### config.mk
export PLATFORM = sky130hd
export DESIGN_NAME = ibs_ctrl
export DESIGN_NICKNAME = d
export VERILOG_FILES = /design/src/rtl/ibs_pkg.sv /design/src/rtl/ibs_ctrl.sv
export SDC_FILE = /design/constraint.sdc
export NUM_CORES = 1
export LEC_CHECK = 0
export BUFFER_PORTS_ARGS = -buffer_cell sky130_fd_sc_hd__clkbuf_2
export CAP_MARGIN = 20
export CORE_MARGIN = 8
export CORE_UTILIZATION = 45
export DETAILED_ROUTE_END_ITERATION = 10
export GPL_TIMING_DRIVEN = 0
export PLACE_DENSITY_LB_ADDON = 0.05
export SYNTH_ARGS = -nofsm -noshare
export SYNTH_HDL_FRONTEND = slang
export SYNTH_SLANG_ARGS = --single-unit
export TNS_END_PERCENT = 30
### constraint.sdc
create_clock -name i_clk -period 4.4 [get_ports i_clk]
set_input_delay 0.44 -clock i_clk [delete_from_list [all_inputs] [get_ports i_clk]]
set_output_delay 0.44 -clock i_clk [all_outputs]
set_load 0.01 [all_outputs]
### src/rtl/ibs_pkg.sv
// Package: shared types, constants and command codes for the indexed block search.
`timescale 1ns / 1ps

package ibs_pkg;

    localparam int DATA_DEPTH_DEF  = 256;
    localparam int INDEX_DEPTH_DEF = 64;
    localparam int KEY_WIDTH_DEF   = 32;

    localparam int CMD_W  = 2;
    localparam int SLOT_W = 8;
    localparam int KEY_W  = 32;
    localparam int CNT_W  = 7;
    localparam int POS_W  = 9;

    localparam logic [CMD_W-1:0] CMD_WR_DATA  = 2'd0;
    localparam logic [CMD_W-1:0] CMD_WR_INDEX = 2'd1;
    localparam logic [CMD_W-1:0] CMD_SEARCH   = 2'd2;

    typedef struct packed {
        logic [CMD_W-1:0]        cmd;
        logic [SLOT_W-1:0]       slot;
        logic signed [KEY_W-1:0] key;
        logic [SLOT_W-1:0]       first_pos;
        logic [SLOT_W-1:0]       last_pos;
    } t_req;

    typedef struct packed {
        logic             found;
        logic [POS_W-1:0] position;
    } t_rsp;

    typedef struct packed {
        logic              data_we;
        logic              idx_we;
        logic [SLOT_W-1:0] slot;
        logic [SLOT_W-1:0] first_pos;
        logic [SLOT_W-1:0] last_pos;
    } t_wr_req;

    typedef struct packed {
        logic              idx_rd;
        logic [CNT_W-1:0]  idx_addr;
        logic              data_rd;
        logic [SLOT_W-1:0] data_addr;
    } t_rd_req;

endpackage

### src/rtl/ibs_ctrl.sv
// Search sequencer: binary search over the index, then linear block scan, one compare a step.
`timescale 1ns / 1ps

module ibs_ctrl #(
    parameter int DATA_DEPTH = ibs_pkg::DATA_DEPTH_DEF,
    parameter int KEY_WIDTH  = ibs_pkg::KEY_WIDTH_DEF
) (
    input  logic                              i_clk,
    input  logic                              i_rst_n,
    input  logic                              i_start,
    input  logic signed [KEY_WIDTH-1:0]       i_key,
    input  logic [ibs_pkg::CNT_W-1:0]         i_cnt,
    output logic                              o_busy,
    output ibs_pkg::t_rd_req                  o_rd,
    input  logic signed [KEY_WIDTH-1:0]       i_data_key,
    input  logic signed [KEY_WIDTH-1:0]       i_idx_key,
    input  logic [ibs_pkg::SLOT_W-1:0]        i_idx_first,
    input  logic [ibs_pkg::SLOT_W-1:0]        i_idx_last,
    output logic                              o_out_valid,
    input  logic                              i_out_stall,
    output ibs_pkg::t_rsp                     o_rsp
);

    typedef enum logic [2:0] {
        S_IDLE,
        S_PROBE_RD,
        S_PROBE_CMP,
        S_BLK_RD,
        S_BLK_WAIT,
        S_SCAN_RD,
        S_SCAN_CMP,
        S_RESULT
    } t_state;

    t_state                        r_state;
    logic signed [KEY_WIDTH-1:0]   r_key;
    logic [ibs_pkg::CNT_W-1:0]     r_lo;
    logic [ibs_pkg::CNT_W-1:0]     r_hi1;
    logic [ibs_pkg::POS_W-1:0]     r_i;
    logic [ibs_pkg::SLOT_W-1:0]    r_last;
    logic                          r_found;
    logic [ibs_pkg::POS_W-1:0]     r_pos;
    logic                          r_out_valid;
    ibs_pkg::t_rsp                 r_rsp;

    logic [ibs_pkg::CNT_W:0]       mid_sum;
    logic [ibs_pkg::CNT_W-1:0]     mid;
    logic [ibs_pkg::CNT_W-1:0]     n_lo;
    logic [ibs_pkg::CNT_W-1:0]     n_hi1;
    logic                          scan_ok;

    // mid = (lo + hi) / 2 with hi = hi1 - 1 and lo < hi1
    assign mid_sum = {1'b0, r_lo} + {1'b0, r_hi1} - {{ibs_pkg::CNT_W{1'b0}}, 1'b1};
    assign mid     = mid_sum[ibs_pkg::CNT_W:1];

    always_comb begin
        n_lo  = r_lo;
        n_hi1 = r_hi1;
        if (i_idx_key >= r_key) begin
            n_hi1 = mid;
        end else begin
            n_lo = mid + 1'b1;
        end
    end

    assign scan_ok = (r_i <= {1'b0, r_last}) && (32'(r_i) < DATA_DEPTH);

    always_comb begin
        o_rd = '0;
        unique case (r_state)
            S_PROBE_RD: begin
                o_rd.idx_rd   = 1'b1;
                o_rd.idx_addr = mid;
            end
            S_BLK_RD: begin
                o_rd.idx_rd   = r_hi1 < i_cnt;
                o_rd.idx_addr = r_hi1;
            end
            S_SCAN_RD: begin
                o_rd.data_rd   = scan_ok;
                o_rd.data_addr = r_i[ibs_pkg::SLOT_W-1:0];
            end
            default: begin
                o_rd = '0;
            end
        endcase
    end

    always_ff @(posedge i_clk) begin
        if (!i_rst_n) begin
            r_state     <= S_IDLE;
            r_out_valid <= 1'b0;
        end else begin
            if (r_state == S_RESULT && (!r_out_valid || !i_out_stall)) begin
                r_out_valid <= 1'b1;
            end else if (r_out_valid && !i_out_stall) begin
                r_out_valid <= 1'b0;
            end
            unique case (r_state)
                S_IDLE: begin
                    if (i_start) begin
                        r_key   <= i_key;
                        r_lo    <= '0;
                        r_hi1   <= i_cnt;
                        r_state <= S_PROBE_RD;
                    end
                end
                S_PROBE_RD: begin
                    r_state <= S_PROBE_CMP;
                end
                S_PROBE_CMP: begin
                    r_lo    <= n_lo;
                    r_hi1   <= n_hi1;
                    r_state <= (n_lo < n_hi1) ? S_PROBE_RD : S_BLK_RD;
                end
                S_BLK_RD: begin
                    if (r_hi1 < i_cnt) begin
                        r_state <= S_BLK_WAIT;
                    end else begin
                        r_found <= 1'b0;
                        r_pos   <= '0;
                        r_state <= S_RESULT;
                    end
                end
                S_BLK_WAIT: begin
                    r_i     <= {1'b0, i_idx_first};
                    r_last  <= i_idx_last;
                    r_state <= S_SCAN_RD;
                end
                S_SCAN_RD: begin
                    if (scan_ok) begin
                        r_state <= S_SCAN_CMP;
                    end else begin
                        r_found <= 1'b0;
                        r_pos   <= '0;
                        r_state <= S_RESULT;
                    end
                end
                S_SCAN_CMP: begin
                    if (i_data_key == r_key) begin
                        r_found <= 1'b1;
                        r_pos   <= r_i + 1'b1;
                        r_state <= S_RESULT;
                    end else begin
                        r_i     <= r_i + 1'b1;
                        r_state <= S_SCAN_RD;
                    end
                end
                S_RESULT: begin
                    if (!r_out_valid || !i_out_stall) begin
                        r_rsp.found    <= r_found;
                        r_rsp.position <= r_pos;
                        r_state        <= S_IDLE;
                    end
                end
            endcase
        end
    end

    assign o_busy      = r_state != S_IDLE;
    assign o_out_valid = r_out_valid;
    assign o_rsp       = r_rsp;

endmodule

### Yosys cells after proc, flatten, opt, wreduce, memory -nomap -nowiden

Index checks and enable logic that the tools add are counted.

* register bits: 87
* bits of input ports: 123
* output and inout port bits: 29

* add/sub/neg operators: 4
* order comparisons: 5
* equal/unequal tests: 14
* mux-type cells: 27
* reductions and logical operators: 19

Operators by type and width (number)
* 2-to-1 mux 9 bit: 5
* == test 32 bit: 1
* greater-or-equal comparator 32 bit: 1
* 2-to-1 mux 7 bit: 4
* one-hot mux 7 bit (2 select lines): 2
* one-hot mux 9 bit (3 select lines): 1
* one-hot mux 3 bit (8 select lines): 1
* one-hot mux 9 bit (2 select lines): 1
* one-hot mux 8 bit (2 select lines): 1
* less-than comparator 7 bit: 2
* == test 3 bit (second input constant): 4
* AND reduction 3 bit: 4
* != test 2 bit (second input constant): 5
* adder 9 x 1 -> 9 bit (second input constant): 1
* <= comparator 9 x 8 -> 1 bit: 1
* less-than comparator 9 bit (second input constant): 1
* adder 7 x 7 -> 8 bit: 1
* subtractor 8 x 1 -> 8 bit (second input constant): 1
* adder 7 x 1 -> 7 bit (second input constant): 1
* == test 3 x 2 -> 1 bit (second input constant): 2
* 2-to-1 mux 1 bit: 6
* 2-to-1 mux 2 bit: 3
* 2-to-1 mux 3 bit: 2
* nonzero test 2 bit: 3
* 10 further kinds: 15

### Logic depth before layout (Yosys ltp)

* depth in word-level cells: 7
* gate-level depth with buffers: 21
* gate-level depth less buffers: 21

### Worst setup path after synthesis

No wires, ideal clock.

* path kind: input to register
* from: input port i_idx_key[14]
* to: register r_state[1]
* setup time: 0.143 ns
* data arrival time: 3.438 ns
* data required time: 4.257 ns
* slack: 0.819 ns
* stages on the path: 17
* buffers on the path: 1
* cells stage by stage: ha_1 -> a21oi_1 -> nand2_1 -> a221o_1 -> o31a_1 -> o21bai_1 -> buf_2 -> nand3_1 -> and2_1 -> ha_1 -> a21o_1 -> a21oi_1 -> o211ai_1 -> nand2_1 -> o211ai_1 -> a211oi_1 -> a211oi_1

* word-level cells in the longest chain between the ends: 5

Ends and longest elaborated chain
* from (decl): RTL line ibs_ctrl.sv:16 `input logic signed [KEY_WIDTH-1:0] i_idx_key,`
* greater-or-equal comparator 32 bit *: RTL line ibs_ctrl.sv:59 `if (i_idx_key >= r_key) begin`
* 2-to-1 mux 7 bit: RTL line ibs_ctrl.sv:59
* less-than comparator 7 bit *: RTL line ibs_ctrl.sv:114 `r_state <= (n_lo < n_hi1) ? S_PROBE_RD : S_BLK_RD;`
* 2-to-1 mux 2 bit *: RTL line ibs_ctrl.sv:114
* one-hot mux 3 bit (8 select lines) *: RTL line ibs_ctrl.sv:99 `unique case (r_state)`
* to (signal assigned): RTL line ibs_ctrl.sv:114
* to (decl): RTL line ibs_ctrl.sv:35 `t_state r_state;`

Mark *: on every way between the ends. The rest lies on a longest branch, timed or not.
A chain may end at the register's enable or synchronous reset.

### Worst setup path in the final report

* from: register r_key[14]
* to: register r_state[1]

* word-level cells in the longest chain between the ends: 5

Ends and longest elaborated chain
* from (decl): RTL line ibs_ctrl.sv:36 `logic signed [KEY_WIDTH-1:0] r_key;`
* from (signal assigned): RTL line ibs_ctrl.sv:102 `r_key <= i_key;`
* greater-or-equal comparator 32 bit: RTL line ibs_ctrl.sv:59
* 2-to-1 mux 7 bit: RTL line ibs_ctrl.sv:59
* less-than comparator 7 bit: RTL line ibs_ctrl.sv:114
* 2-to-1 mux 2 bit: RTL line ibs_ctrl.sv:114
* one-hot mux 3 bit (8 select lines) *: RTL line ibs_ctrl.sv:99

Marks and branches as above.

==> run metrics <==
Overall Global Routing Usage between 10% and 20%; FILL cells about 1100; register area 2570 µm²; Ys Warns 0; sequential cell area fraction in the yosys report 44.2%; flops & latches, synth 87; DRT iter0 DRCs just under 300; worst path arrival time 4.33 ns; Fmax ~0.24 GHz; Pre-antenna DRT Iters 4; clock transition at the registers of the reported paths 0.07 ns; kind of critical path register to register; post-synth top area cell edfxtp_1; Tmin final 4.12 ns; NetSw 1.22 mW; worst hold margin roughly 0.26 ns; Antenna Nets Post-Route 0; crit-path max FO 10; PwrDens around 450 nW/µm²; Final HPWL DP 13000 µm; Starting Density between 40% and 50%; Syn Nets about 770; post-synth top area share 42.8%; Least-Margin Pin Slew 0.934 ns; MaxCap Viol Count 0; largest net degree at the start of global routing 33; Worst path top cell family by delay compound AO/OA/AOI/OAI gates; Peak VDD IR 0.235 mV; Slowest cell on crit path edfxtp_1; met1 usage between 20 and 25%; synth top area cells edfxtp_1, ha_1, xnor2_1, inv_1, a21oi_1; port bufs 150; Routed wire per std cell roughly 17 µm; Routability Congestion ~0.94; share of cells above drive strength 1 24.9%; Syn Std Cell Area 5830 µm²; Async SR Flop Fraction 0%; leakage dissipation 3.27 nW; Clock power frac 23.6%; total die area ~17000 µm²; P&R area growth vs syn 22.8%; Netlist cell types 52; number of buffers and inverters on the critical path 2; Top Usage Layer GRT met2; DRC violations left 0; ANT cells 0; CTS tree built; fin area approximately 7200 µm²; routed vias 4875; total routed wirelength 15900 µm; Setup Skew 0.00920 ns; Post-Syn Instances 581; unrepaired setup endpoints after global routing false; top cells by count, synth edfxtp_1, inv_1, ha_1; period utilization between 90% and 100%; final global-route overflow total 0; number of max-slew violations in the final report 0; Post-synth EDFFs 83; Post-layout nets 936; initial antenna violation count 1; Post-Place Cell Area 6820 µm²; delay of the slowest critical-path stage 0.46 ns; top-count cell post-synth edfxtp_1; boundary pin count 152; Logic pwr share 43.3%; Slew HR 37.6%; core area ~13000 µm²; Final Hold Fails 0; global-route wire length before repair ~25000 µm; row cnt 41; H-tree depth 3; met2 Usage GRT 32.4%; status finished clean; # setup viols final 0; Crit. End Element register; die height 130 µm; Flop pwr share 33.1%; global-route met3 utilization under 10%; CP required 4.61 ns; area of the multi-input gates 2940 µm²; number of CTS-inserted buffers 9; Pint 1.97 mW; worst skew pair latency around 0.35 ns; DR vias/cell 5.28; Syn Area/Cell approximately 10 µm²; Sink Count 87; Max clock buf depth 2; Layout Utilization 56.7%; CP cell instances inv_1 > ha_1 > a21oi_1 > nand2_1 > a221o_1 > o31a_1 > nor3_1 > clkbuf_2 > o21ai_0 > and2_1 > ha_1 > a21o_1 > a21oi_1 > o211ai_1 > nand2_1 > o211ai_1 > a211oi_1 > a211oi_1; Synth Flop Type edfxtp_1; vias in the first global route approximately 5000; HP Class primary input to register; Root Buffer clkbuf_16; Sw Ratio approximately two fifths; startpoint types register; Die Wd 130 µm
cells by family (layout without fill, tap and decap cells):
group	after synthesis	in the layout	share of synthesized area (%)
AND/OR/NAND/NOR	170	170	15.0
AO/OA/AOI/OAI	113	113	12.4
buffers and inverters	93	263	6.16
flip-flops	87	87	44.2
adder cells (fa/ha/maj)	67	67	14.5
XOR/XNOR	49	49	7.37
multiplexers	2	2	0.365
final cells by class:
cell class | count | share of cell area (%)
multi-input combinational | 401 | 41.1
timing repair buffer | 154 | 10.9
tap | 172 | 3.01
sequential | 87 | 36.0
inverter | 78 | 4.09
buffer | 15 | 0.962
clock buffer | 9 | 3.15
clock inverter | 7 | 0.822
layer usage:
metal,wire length [µm],vias up
li1,-,2419
met4,391,2
met1,6690,2252
met2,7680,174
met5,9,-
met3,1150,28
flip-flops by register name, summed over array words and instances, names as in the netlist:
signal	flops
r_state	3
r_lo	7
r_key	32
r_hi1	7
r_found	1
r_pos	9
r_last	8
o_rsp	10
o_out_valid	1
r_i	9
final timing paths:
path,start,to,slack (ns),cells after the start
setup / recovery,r_key[14],r_state[1],0.28,18
hold / removal,i_key[8],r_key[8],0.26,1
setup reg to reg,r_key[14],r_state[1],0.28,18
hold reg to reg,r_pos[1],o_rsp[1],0.42,0
power by group through the flow:
stage               combinational [mW]  clock, mW  sequential [mW]
finish                            1.38      0.754             1.05
global placement                  1.31          0             1.08
floorplan                        0.970          0             1.06
global route                      1.56      0.801             1.06
detailed placement                1.35          0             1.07
CTS                               1.37      0.763             1.06
placed cells by master, fill, tap and decap left out, types with 16 or more instances in the layout:
cell      count
xnor2_1      42
clkbuf_2    152
nand4_1      22
inv_1        78
o21ai_0      20
nand2_1      40
edfxtp_1     83
a21oi_1      32
ha_1         66
nor2_1       29
a21o_1       16
nand3_1      23
repair_timing:
item | 4_1_cts | 5_1_grt
endpoints found under the setup margin | 1 | 1
endpoints found under the hold margin | 0 | 0
gates resized for setup | 1 | 9
pin swaps | 0 | 1
setup buffers | 0 | 1
hold buffers | 0 | 0
per-stage QoR:
stage / total power, mW / setup slack (ns) / cells / TNS [ns]
finish: 3.19 / 0.285 / 923 / 0
global route: 3.42 / 0.0203 / 923 / 0
CTS: 3.18 / 0.0785 / 921 / 0
detailed placement: 2.43 / -0.0200 / 905 / -0.0200
global placement: 2.39 / -0.0294 / 903 / -0.0294
floorplan: 2.03 / 0.819 / 581 / 0
Note: power is estimated with default switching activity, not from simulation.
